[src/design/rnf_pkg.sv]
// Package for the RSSI noise floor median block: sizes, codes, shared types.
// Used by the channel interfaces and by every module of the block.
package rnf_pkg;

   localparam int SAMPLES_PER_BLOCK = 64;
   localparam int CNT_W             = $clog2(SAMPLES_PER_BLOCK + 1);
   localparam int MED_LO            = SAMPLES_PER_BLOCK / 2 - 1;
   localparam int MED_HI            = SAMPLES_PER_BLOCK / 2;

   typedef logic signed [8:0]  sample_type;
   typedef logic [CNT_W-1:0]   count_type;

   localparam sample_type FLOOR_MIN = -9'sd120;

   typedef enum logic [1:0] {
      ACT_SAMPLE    = 2'd0,
      ACT_RECAL     = 2'd1,
      ACT_AGC_RESET = 2'd2,
      ACT_NONE      = 2'd3
   } action_type;

   typedef enum logic [1:0] {
      REG_THRESHOLD = 2'd0,
      REG_MAX_RISE  = 2'd1,
      REG_MAX_HELD  = 2'd2,
      REG_INTERVAL  = 2'd3
   } reg_index_type;

   typedef enum logic [1:0] {
      S_IDLE = 2'b01,
      S_EXEC = 2'b10
   } state_type;

   typedef struct packed {
      logic [6:0]  interference_threshold;
      logic [6:0]  max_rise_db;
      logic [3:0]  max_held_blocks;
      logic [15:0] sample_interval_ms;
   } cfg_type;

   typedef struct packed {
      logic       ins_en;
      logic       occupied;
      logic       tail;
   } cell_ctl_type;

   typedef struct packed {
      logic [1:0]  action;
      logic [31:0] now_ms;
      sample_type  rssi_dbm;
      logic        radio_in_rx;
      logic        packet_in_progress;
      logic        irq_pending;
   } item_type;

endpackage

[src/design/rnf_if.sv]
// Channel interfaces of the noise floor block: request, response, register write.
// Depends on rnf_pkg.
interface rnf_req_if import rnf_pkg::*; ();
   logic        valid;
   logic        ready;
   logic [1:0]  action;
   logic [31:0] now_ms;
   sample_type  rssi_dbm;
   logic        radio_in_rx;
   logic        packet_in_progress;
   logic        irq_pending;

   modport source (output valid, action, now_ms, rssi_dbm, radio_in_rx,
                   packet_in_progress, irq_pending, input ready);
   modport sink   (input valid, action, now_ms, rssi_dbm, radio_in_rx,
                   packet_in_progress, irq_pending, output ready);
endinterface

interface rnf_rsp_if import rnf_pkg::*; ();
   logic       valid;
   logic       ready;
   sample_type floor_dbm;
   logic       sample_taken;
   logic       block_published;
   logic       block_held;
   logic       channel_busy;
   logic [6:0] samples_in_block;

   modport source (output valid, floor_dbm, sample_taken, block_published, block_held,
                   channel_busy, samples_in_block, input ready);
   modport sink   (input valid, floor_dbm, sample_taken, block_published, block_held,
                   channel_busy, samples_in_block, output ready);
endinterface

interface rnf_csr_if import rnf_pkg::*; ();
   logic        valid;
   logic        ready;
   logic [1:0]  index;
   logic [15:0] wdata;

   modport source (output valid, index, wdata, input ready);
   modport sink   (input valid, index, wdata, output ready);
endinterface

[src/design/rnf_csr.sv]
// Configuration registers of the noise floor block, written one beat at a time.
// Depends on rnf_pkg and rnf_csr_if.
module rnf_csr import rnf_pkg::*; (
   input  logic          clock,
   input  logic          reset,
   rnf_csr_if.sink       csr_ch,
   output cfg_type       cfg
);

   cfg_type cfg_ff;
   cfg_type cfg_in;

   assign csr_ch.ready = 1'b1;
   assign cfg          = cfg_ff;

   always_comb begin
      cfg_in = cfg_ff;
      if (csr_ch.valid) begin
         unique case (reg_index_type'(csr_ch.index))
            REG_THRESHOLD: cfg_in.interference_threshold = csr_ch.wdata[6:0];
            REG_MAX_RISE:  cfg_in.max_rise_db            = csr_ch.wdata[6:0];
            REG_MAX_HELD:  cfg_in.max_held_blocks        = csr_ch.wdata[3:0];
            REG_INTERVAL:  cfg_in.sample_interval_ms     = csr_ch.wdata;
            default:       cfg_in = cfg_ff;
         endcase
      end
   end

   always_ff @(posedge clock) begin
      if (reset) begin
         cfg_ff.interference_threshold <= 7'd0;
         cfg_ff.max_rise_db            <= 7'd10;
         cfg_ff.max_held_blocks        <= 4'd4;
         cfg_ff.sample_interval_ms     <= 16'd100;
      end else begin
         cfg_ff <= cfg_in;
      end
   end

endmodule

[src/design/rnf_sort_cell.sv]
// One cell of the sorted sample row: holds one sample and shifts it up on insert.
// Depends on rnf_pkg.
module rnf_sort_cell import rnf_pkg::*; (
   input  logic         clock,
   input  cell_ctl_type ctl,
   input  sample_type   key,
   input  logic         prev_gt,
   input  sample_type   prev_val,
   output logic         gt,
   output sample_type   val
);

   sample_type val_ff;
   sample_type val_in;

   // cells above the key move up one place; the first of them takes the key
   assign gt  = ctl.occupied && (val_ff > key);
   assign val = val_ff;

   always_comb begin
      val_in = val_ff;
      if (ctl.ins_en) begin
         if (prev_gt) begin
            val_in = prev_val;
         end else if (gt || ctl.tail) begin
            val_in = key;
         end
      end
   end

   always_ff @(posedge clock) begin
      val_ff <= val_in;
   end

endmodule

[src/design/rssi_noise_floor_median_core.sv]
// Top level of the RSSI noise floor median block: control, sorted cell row, result.
// Depends on rnf_pkg, rnf_if, rnf_csr and rnf_sort_cell.
//
//   port    dir  role
//   req_ch  in   one beat per tick: action, time, RSSI, radio status
//   rsp_ch  out  one beat per tick: floor, flags, sample count
//   csr_ch  in   register writes, index 0..3
//
// For each item the beat is registered first; then the cell row
// inserts the sample and the control state updates while the result loads.
// The next beat is taken as soon as the result register holds the answer,
// even if rsp_ch has not yet taken it; a full result register stalls the
// execute step. Reset is synchronous and clears all control state; the
// sample cells carry no reset and are read only below the sample count.
module rssi_noise_floor_median_core import rnf_pkg::*; (
   input  logic     clock,
   input  logic     reset,
   rnf_req_if.sink  req_ch,
   rnf_rsp_if.source rsp_ch,
   rnf_csr_if.sink  csr_ch
);

   cfg_type    cfg;
   state_type  state_ff, state_in;
   item_type   item_ff;
   count_type  count_ff, count_in;
   logic       consumed_ff, consumed_in;
   sample_type floor_ff, floor_in;
   logic [3:0] held_ff, held_in;
   logic [31:0] last_ff, last_in;
   sample_type median_ff;

   logic       rsp_valid_ff, rsp_valid_in;
   logic       taken_ff, pub_ff, heldf_ff, busy_ff;
   logic       taken, pub, heldf, busy;

   logic       go, full, ins_en;
   logic signed [9:0] med_sum, med_adj, rise_lim, busy_lim;
   sample_type med_clamped;
   logic       high;
   logic [3:0] held_inc;
   logic [31:0] elapsed;

   sample_type   cell_val [SAMPLES_PER_BLOCK];
   logic         cell_gt  [SAMPLES_PER_BLOCK];
   cell_ctl_type cell_ctl [SAMPLES_PER_BLOCK];

   rnf_csr u_csr (
      .clock  (clock),
      .reset  (reset),
      .csr_ch (csr_ch),
      .cfg    (cfg)
   );

   for (genvar g = 0; g < SAMPLES_PER_BLOCK; g++) begin : g_cell
      logic       prev_gt;
      sample_type prev_val;
      if (g == 0) begin : g_head
         assign prev_gt  = 1'b0;
         assign prev_val = item_ff.rssi_dbm;
      end else begin : g_body
         assign prev_gt  = cell_gt[g-1];
         assign prev_val = cell_val[g-1];
      end
      assign cell_ctl[g].ins_en   = ins_en;
      assign cell_ctl[g].occupied = count_ff > CNT_W'(g);
      assign cell_ctl[g].tail     = count_ff == CNT_W'(g);

      rnf_sort_cell u_cell (
         .clock    (clock),
         .ctl      (cell_ctl[g]),
         .key      (item_ff.rssi_dbm),
         .prev_gt  (prev_gt),
         .prev_val (prev_val),
         .gt       (cell_gt[g]),
         .val      (cell_val[g])
      );
   end

   // median of the two middle cells, halved toward zero
   assign med_sum = 10'(cell_val[MED_LO]) + 10'(cell_val[MED_HI]);
   assign med_adj = med_sum + $signed({9'd0, med_sum[9]});

   assign req_ch.ready = state_ff[0];
   assign go           = (state_ff == S_EXEC) && (!rsp_valid_ff || rsp_ch.ready);
   assign full         = count_ff >= CNT_W'(SAMPLES_PER_BLOCK);
   assign elapsed      = item_ff.now_ms - last_ff;
   assign rise_lim     = 10'(floor_ff) + $signed({3'd0, cfg.max_rise_db});
   assign high         = 10'(median_ff) > rise_lim;
   assign med_clamped  = (median_ff < FLOOR_MIN) ? FLOOR_MIN : median_ff;
   assign held_inc     = held_ff + 4'd1;

   always_comb begin
      state_in    = state_ff;
      count_in    = count_ff;
      consumed_in = consumed_ff;
      floor_in    = floor_ff;
      held_in     = held_ff;
      last_in     = last_ff;
      taken       = 1'b0;
      pub         = 1'b0;
      heldf       = 1'b0;
      rsp_valid_in = rsp_valid_ff && !rsp_ch.ready;
      unique case (state_ff)
         S_IDLE: begin
            if (req_ch.valid) begin
               state_in = S_EXEC;
            end
         end
         S_EXEC: begin
            if (go) begin
               state_in     = S_IDLE;
               rsp_valid_in = 1'b1;
               case (action_type'(item_ff.action))
                  ACT_SAMPLE: begin
                     if (item_ff.radio_in_rx && !full) begin
                        if (!item_ff.packet_in_progress && (count_ff == '0 ||
                            elapsed >= {16'd0, cfg.sample_interval_ms})) begin
                           taken    = 1'b1;
                           count_in = count_ff + CNT_W'(1);
                           last_in  = item_ff.now_ms;
                        end
                     end else if (full && !consumed_ff) begin
                        consumed_in = 1'b1;
                        if (high && held_inc < cfg.max_held_blocks) begin
                           held_in = held_inc;
                           heldf   = 1'b1;
                        end else begin
                           held_in  = 4'd0;
                           floor_in = med_clamped;
                           pub      = 1'b1;
                        end
                     end
                  end
                  ACT_RECAL: begin
                     if (full && consumed_ff) begin
                        count_in    = '0;
                        consumed_in = 1'b0;
                     end
                  end
                  ACT_AGC_RESET: begin
                     if (!item_ff.irq_pending && !item_ff.packet_in_progress) begin
                        count_in    = '0;
                        consumed_in = 1'b0;
                        held_in     = 4'd0;
                     end
                  end
                  default: begin
                  end
               endcase
            end
         end
         default: state_in = S_IDLE;
      endcase
   end

   assign ins_en   = taken;
   assign busy_lim = 10'(floor_in) + $signed({3'd0, cfg.interference_threshold});
   assign busy     = (cfg.interference_threshold != 7'd0) &&
                     (10'(item_ff.rssi_dbm) > busy_lim);

   always_ff @(posedge clock) begin
      if (reset) begin
         state_ff     <= S_IDLE;
         count_ff     <= '0;
         consumed_ff  <= 1'b0;
         floor_ff     <= '0;
         held_ff      <= 4'd0;
         last_ff      <= 32'd0;
         rsp_valid_ff <= 1'b0;
      end else begin
         state_ff     <= state_in;
         count_ff     <= count_in;
         consumed_ff  <= consumed_in;
         floor_ff     <= floor_in;
         held_ff      <= held_in;
         last_ff      <= last_in;
         rsp_valid_ff <= rsp_valid_in;
      end
   end

   always_ff @(posedge clock) begin
      median_ff <= med_adj[9:1];
      if (req_ch.valid && req_ch.ready) begin
         item_ff.action             <= req_ch.action;
         item_ff.now_ms             <= req_ch.now_ms;
         item_ff.rssi_dbm           <= req_ch.rssi_dbm;
         item_ff.radio_in_rx        <= req_ch.radio_in_rx;
         item_ff.packet_in_progress <= req_ch.packet_in_progress;
         item_ff.irq_pending        <= req_ch.irq_pending;
      end
      if (go) begin
         taken_ff <= taken;
         pub_ff   <= pub;
         heldf_ff <= heldf;
         busy_ff  <= busy;
      end
   end

   assign rsp_ch.valid            = rsp_valid_ff;
   assign rsp_ch.floor_dbm        = floor_ff;
   assign rsp_ch.sample_taken     = taken_ff;
   assign rsp_ch.block_published  = pub_ff;
   assign rsp_ch.block_held       = heldf_ff;
   assign rsp_ch.channel_busy     = busy_ff;
   assign rsp_ch.samples_in_block = 7'(count_ff);

`ifndef SYNTH
   a_count_bound: assert property (@(posedge clock) disable iff (reset)
      count_ff <= CNT_W'(SAMPLES_PER_BLOCK))
      else $error("sample count beyond block size");

   a_floor_min: assert property (@(posedge clock) disable iff (reset)
      floor_ff >= FLOOR_MIN)
      else $error("published floor below clamp");

   a_accept_exec: assert property (@(posedge clock) disable iff (reset)
      req_ch.valid && req_ch.ready |=> state_ff == S_EXEC)
      else $error("accepted beat not executed");

   a_flags_excl: assert property (@(posedge clock) disable iff (reset)
      rsp_valid_ff |-> !(taken_ff && (pub_ff || heldf_ff)) && !(pub_ff && heldf_ff))
      else $error("conflicting result flags");
`endif

endmodule

[src/flat_wrapper.sv]
// flat-port wrapper written by rule: the top's interface ports become plain ports
module rssi_noise_floor_median_core_flat import rnf_pkg::*;
  (clock, reset, req_ch_valid, req_ch_action, req_ch_now_ms, req_ch_rssi_dbm, req_ch_radio_in_rx, req_ch_packet_in_progress, req_ch_irq_pending, req_ch_ready, rsp_ch_valid, rsp_ch_floor_dbm, rsp_ch_sample_taken, rsp_ch_block_published, rsp_ch_block_held, rsp_ch_channel_busy, rsp_ch_samples_in_block, rsp_ch_ready, csr_ch_valid, csr_ch_index, csr_ch_wdata, csr_ch_ready);
  rnf_req_if req_ch_i ();
  rnf_rsp_if rsp_ch_i ();
  rnf_csr_if csr_ch_i ();
  input  logic clock;
  input  logic reset;
  input wire logic [$bits(req_ch_i.valid)-1:0] req_ch_valid;
  input wire logic [$bits(req_ch_i.action)-1:0] req_ch_action;
  input wire logic [$bits(req_ch_i.now_ms)-1:0] req_ch_now_ms;
  input wire logic [$bits(req_ch_i.rssi_dbm)-1:0] req_ch_rssi_dbm;
  input wire logic [$bits(req_ch_i.radio_in_rx)-1:0] req_ch_radio_in_rx;
  input wire logic [$bits(req_ch_i.packet_in_progress)-1:0] req_ch_packet_in_progress;
  input wire logic [$bits(req_ch_i.irq_pending)-1:0] req_ch_irq_pending;
  output wire logic [$bits(req_ch_i.ready)-1:0] req_ch_ready;
  output wire logic [$bits(rsp_ch_i.valid)-1:0] rsp_ch_valid;
  output wire logic [$bits(rsp_ch_i.floor_dbm)-1:0] rsp_ch_floor_dbm;
  output wire logic [$bits(rsp_ch_i.sample_taken)-1:0] rsp_ch_sample_taken;
  output wire logic [$bits(rsp_ch_i.block_published)-1:0] rsp_ch_block_published;
  output wire logic [$bits(rsp_ch_i.block_held)-1:0] rsp_ch_block_held;
  output wire logic [$bits(rsp_ch_i.channel_busy)-1:0] rsp_ch_channel_busy;
  output wire logic [$bits(rsp_ch_i.samples_in_block)-1:0] rsp_ch_samples_in_block;
  input wire logic [$bits(rsp_ch_i.ready)-1:0] rsp_ch_ready;
  input wire logic [$bits(csr_ch_i.valid)-1:0] csr_ch_valid;
  input wire logic [$bits(csr_ch_i.index)-1:0] csr_ch_index;
  input wire logic [$bits(csr_ch_i.wdata)-1:0] csr_ch_wdata;
  output wire logic [$bits(csr_ch_i.ready)-1:0] csr_ch_ready;
  assign req_ch_i.valid = req_ch_valid;
  assign req_ch_i.action = req_ch_action;
  assign req_ch_i.now_ms = req_ch_now_ms;
  assign req_ch_i.rssi_dbm = req_ch_rssi_dbm;
  assign req_ch_i.radio_in_rx = req_ch_radio_in_rx;
  assign req_ch_i.packet_in_progress = req_ch_packet_in_progress;
  assign req_ch_i.irq_pending = req_ch_irq_pending;
  assign req_ch_ready = req_ch_i.ready;
  assign rsp_ch_valid = rsp_ch_i.valid;
  assign rsp_ch_floor_dbm = rsp_ch_i.floor_dbm;
  assign rsp_ch_sample_taken = rsp_ch_i.sample_taken;
  assign rsp_ch_block_published = rsp_ch_i.block_published;
  assign rsp_ch_block_held = rsp_ch_i.block_held;
  assign rsp_ch_channel_busy = rsp_ch_i.channel_busy;
  assign rsp_ch_samples_in_block = rsp_ch_i.samples_in_block;
  assign rsp_ch_i.ready = rsp_ch_ready;
  assign csr_ch_i.valid = csr_ch_valid;
  assign csr_ch_i.index = csr_ch_index;
  assign csr_ch_i.wdata = csr_ch_wdata;
  assign csr_ch_ready = csr_ch_i.ready;
  rssi_noise_floor_median_core u_core (.clock(clock), .reset(reset), .req_ch(req_ch_i), .rsp_ch(rsp_ch_i), .csr_ch(csr_ch_i));
endmodule
[config.mk]
export PLATFORM = sky130hd
export DESIGN_NAME = rssi_noise_floor_median_core_flat
export DESIGN_NICKNAME = d
export VERILOG_FILES = /design/src/design/rnf_pkg.sv /design/src/design/rnf_if.sv /design/src/design/rnf_csr.sv /design/src/design/rnf_sort_cell.sv /design/src/design/rssi_noise_floor_median_core.sv /design/src/flat_wrapper.sv
export SDC_FILE = /design/constraint.sdc
export NUM_CORES = 1
export LEC_CHECK = 0
export ABC_AREA = 1
export BUFFER_PORTS_ARGS = -buffer_cell sky130_fd_sc_hd__buf_2
export CAP_MARGIN = 20
export CORE_ASPECT_RATIO = 0.9
export CORE_UTILIZATION = 59
export CTS_BUF_LIST = sky130_fd_sc_hd__clkbuf_8
export DETAILED_ROUTE_END_ITERATION = 8
export GPL_TIMING_DRIVEN = 0
export PLACE_DENSITY_LB_ADDON = 0.3
export SETUP_SLACK_MARGIN = 0.5
export SYNTH_ARGS = -nofsm -noshare
export SYNTH_HDL_FRONTEND = slang
export SYNTH_HIERARCHICAL = 1
export SYNTH_SLANG_ARGS = --single-unit
[constraint.sdc]
create_clock -name clock -period 5.8 [get_ports clock]
set_clock_uncertainty 0.05 [all_clocks]
set_input_delay 1.16 -clock clock [delete_from_list [all_inputs] [get_ports clock]]
set_output_delay 1.16 -clock clock [all_outputs]
set_load 0.03 [all_outputs]
==> impl_metrics.py <==
metrics = {
    "placement": {
        "dp_cells": 5148,
        "place_hpwl_um": 60400,
        "gp_congestion": 0.921,
        "io_buffers": 90,
    },
    "worst_setup_path": {
        "critPathSlowestCell": "dfxtp_4",
        "criticalPathCategory": "reg -> reg",
        "ff2ff_setup_slack_ns": 0.08,
        "end_kind": "register",
        "crit_buf_inv": 5,
        "cp.arrival_ns": 6.11,
        "slowest_delay_ns": 0.36,
        "startpoint_type": "register",
        "critPathTopFamily": "compound AO/OA/AOI/OAI gates",
        "r2r_cells": 39,
        "r2r-start": "u_core/rsp_ch.floor_dbm[0]$_SDFF_PP0_",
        "rr_endpoint": "u_core/rsp_ch.channel_busy$_DFFE_PP_",
        "critPathMaxFanout": 5,
        "required_ns": 6.18,
    },
    "die": {
        "coreArea_um2": 54800,
        "die_y_um": 227,
        "pin_count": 92,
        "initial_core_util_pct": 60.3,
        "dieWidth_um": 252,
        "design.die.area_um2": 57000,
        "rows": 81,
    },
    "power_and_ir_drop": {
        "seqPwrFrac_pct": 48.3,
        "switchingPower_w": 0.00201,
        "leakagePower_nw": 18.1,
        "clockPowerShare_pct": 38.7,
        "ir_worst_vdd_mv": 0.175,
        "p_int_w": 0.00530,
        "combPwrFrac_pct": 13.0,
        "p_per_area_nw_per_um2": 199,
        "switching_share_pct": 27.5,
    },
    "routing": {
        "drt_pre_antenna_iters": 5,
        "drt-initial-drc-count": 2146,
        "drc": 0,
        "routed_wl_um": 79300,
        "vias": 27800,
        "wl_per_cell_um": 15.0,
        "drtAntennaViolNets": 0,
        "viasPerCell": 5.23,
    },
    "clocking": {
        "insertion_delay_ns": 0.68,
        "cts_htree_levels": 3,
        "clock_sink_count": 446,
        "cts_tree": "yes",
        "clockBufferDepth": 3,
        "holdBufCountCts": 0,
        "numCtsBuffers": 79,
        "clk_pin_slew_worst_paths_ns": 0.06,
        "cts_root_buf": "clkbuf_8",
    },
    "synth": {
        "synth_warnings": 6,
        "synthCells": 4291,
        "synth_nets": 4765,
        "syn_area_um2": 33100,
        "avgSynthCellArea_um2": 7.71,
    },
    "grt": {
        "grt_max_degree": 45,
        "grt_use_total_pct": 28.0,
        "overflow": 0,
        "grt_pass1_vias": 26100,
        "antenna_found_initial": 2,
        "grt_pass1_wl_um": 128000,
    },
    "final_layout": {
        "area_growth_pct": 11.2,
        "instances_no_fill": 5302,
        "seqCellArea_um2": 12400,
        "multiInputGateArea_um2": 17000,
        "final_core_util_pct": 67.1,
        "drive_gt1_share_pct": 14.0,
        "layout.nets": 4971,
        "nFillCells": 4504,
    },
    "timing": {
        "period_needed_ns": 5.72,
        "slew-limit-headroom_pct": 33.2,
        "finalCritPeriodShare_pct": 98.6,
        "tightest_slew_ns": 0.998,
        "finalSetupViolations": 0,
        "fin_hold_ws_ns": 0.403,
        "rsz0062_at_grt": "yes",
        "slew_violations": 0,
        "hold_violations": 0,
        "max_clock_freq_ghz": 0.175,
    },
    "status": {
        "status": "finished clean",
    },
    "flow_run": {
        "max_cap_violations": 0,
    },
    "hold_path": {
        "hold-path-endpoint": "u_core/u_csr/cfg[6]$_SDFFE_PP1P_",
        "hold_path_depth": 2,
        "worst_hold_path_type": "reg -> reg",
        "hp-start": "u_core/u_csr/cfg[6]$_SDFFE_PP1P_",
    },
}
## worst max path at each step
stage,from,endpoint,slack (ns),cells after the start
floorplan,u_core/rsp_ch.floor_dbm[0]$_SDFF_PP0_,u_core/rsp_ch.channel_busy$_DFFE_PP_,0.51,39
global placement,u_core/rsp_ch.floor_dbm[0]$_SDFF_PP0_,u_core/rsp_ch.channel_busy$_DFFE_PP_,-0.16,39
detailed placement,u_core/rsp_ch.floor_dbm[0]$_SDFF_PP0_,u_core/rsp_ch.channel_busy$_DFFE_PP_,-0.32,39
CTS,u_core/rsp_ch.floor_dbm[0]$_SDFF_PP0_,u_core/rsp_ch.channel_busy$_DFFE_PP_,0.39,39
global route,u_core/rsp_ch.floor_dbm[0]$_SDFF_PP0_,u_core/rsp_ch.channel_busy$_DFFE_PP_,-0.20,39
finish,u_core/rsp_ch.floor_dbm[0]$_SDFF_PP0_,u_core/rsp_ch.channel_busy$_DFFE_PP_,0.08,39
## cell usage in the layout, fill, tap and decap left out, drive strengths merged, types with 17 or more instances in the layout
master / count
ha: 401
a21oi: 176
nand2: 1239
nor2: 349
mux2: 33
nand4: 79
nor3: 32
xor2: 36
dfxtp: 99
buf: 208
clkinv: 17
inv: 915
clkbuf: 100
o21ai: 287
nand3: 175
edfxtp: 347
## worst reg2reg max path, delay by kind of cell, from the launching register on
family,cells,cell delay (ns)
flops,1,0.36
simple gates,15,1.58
xor+xnor,2,0.28
fa+ha+maj,5,1.29
buf+inv,5,0.26
compound gates,12,1.67
## registers in the layout, indices dropped and copies added, names as in the netlist, 2 cells and up
name and cells:
u_core/item_ff 37, u_core/rsp_ch.floor_dbm 9, u_core/state_ff 2, u_core/rsp_ch.samples_in_block 7, u_core/median_ff 9, u_core/g_cell.prev_val 9, u_core/last_ff 32, u_core/u_csr/cfg 34
u_core/held_ff 4, u_core/g_cell.u_cell/val 297
## routing by layer
| metal | track usage, % | up-vias | routed length, um |
|---|---|---|---|
| met5 | 0 | - | 0 |
| met4 | 7.87 | 0 | 1820 |
| met3 | 4.21 | 144 | 4940 |
| met2 | 45.9 | 784 | 35900 |
| met1 | 38.5 | 12700 | 36600 |
| li1 | - | 14100 | - |
## final cells by class
type | instances | area share, %
multi-input combinational | 2866 | 46.3
sequential | 446 | 33.7
inverter | 886 | 9.07
clock buffer | 90 | 3.37
timing repair buffer | 125 | 2.91
tap | 747 | 2.54
buffer | 93 | 1.35
clock inverter | 48 | 0.667
antenna | 1 | 0.00681
## per-stage QoR
stage	setup TNS, ns	total power (W)	worst slack [ns]	area, um2
finish	0	0.00732	0.0790	36800
global route	-0.201	0.00764	-0.201	36800
CTS	0	0.00736	0.392	36700
detailed placement	-0.317	0.00453	-0.317	35000
global placement	-0.164	0.00446	-0.164	34500
floorplan	0	0.00424	0.509	33100
## timing repair
action,CTS,global route
setup buffers,11,4
pin swaps,29,23
endpoints found under the setup margin,1,298
resized for setup,36,12
## power groups by stage
stage | combinational (W) | clock [W] | sequential (W)
finish | 0.000954 | 0.00283 | 0.00353
global route | 0.00109 | 0.00302 | 0.00353
CTS | 0.000941 | 0.00289 | 0.00353
detailed placement | 0.000931 | 0 | 0.00360
global placement | 0.000817 | 0 | 0.00364
floorplan | 0.000643 | 0 | 0.00359
(Power assumes the default switching activity.)
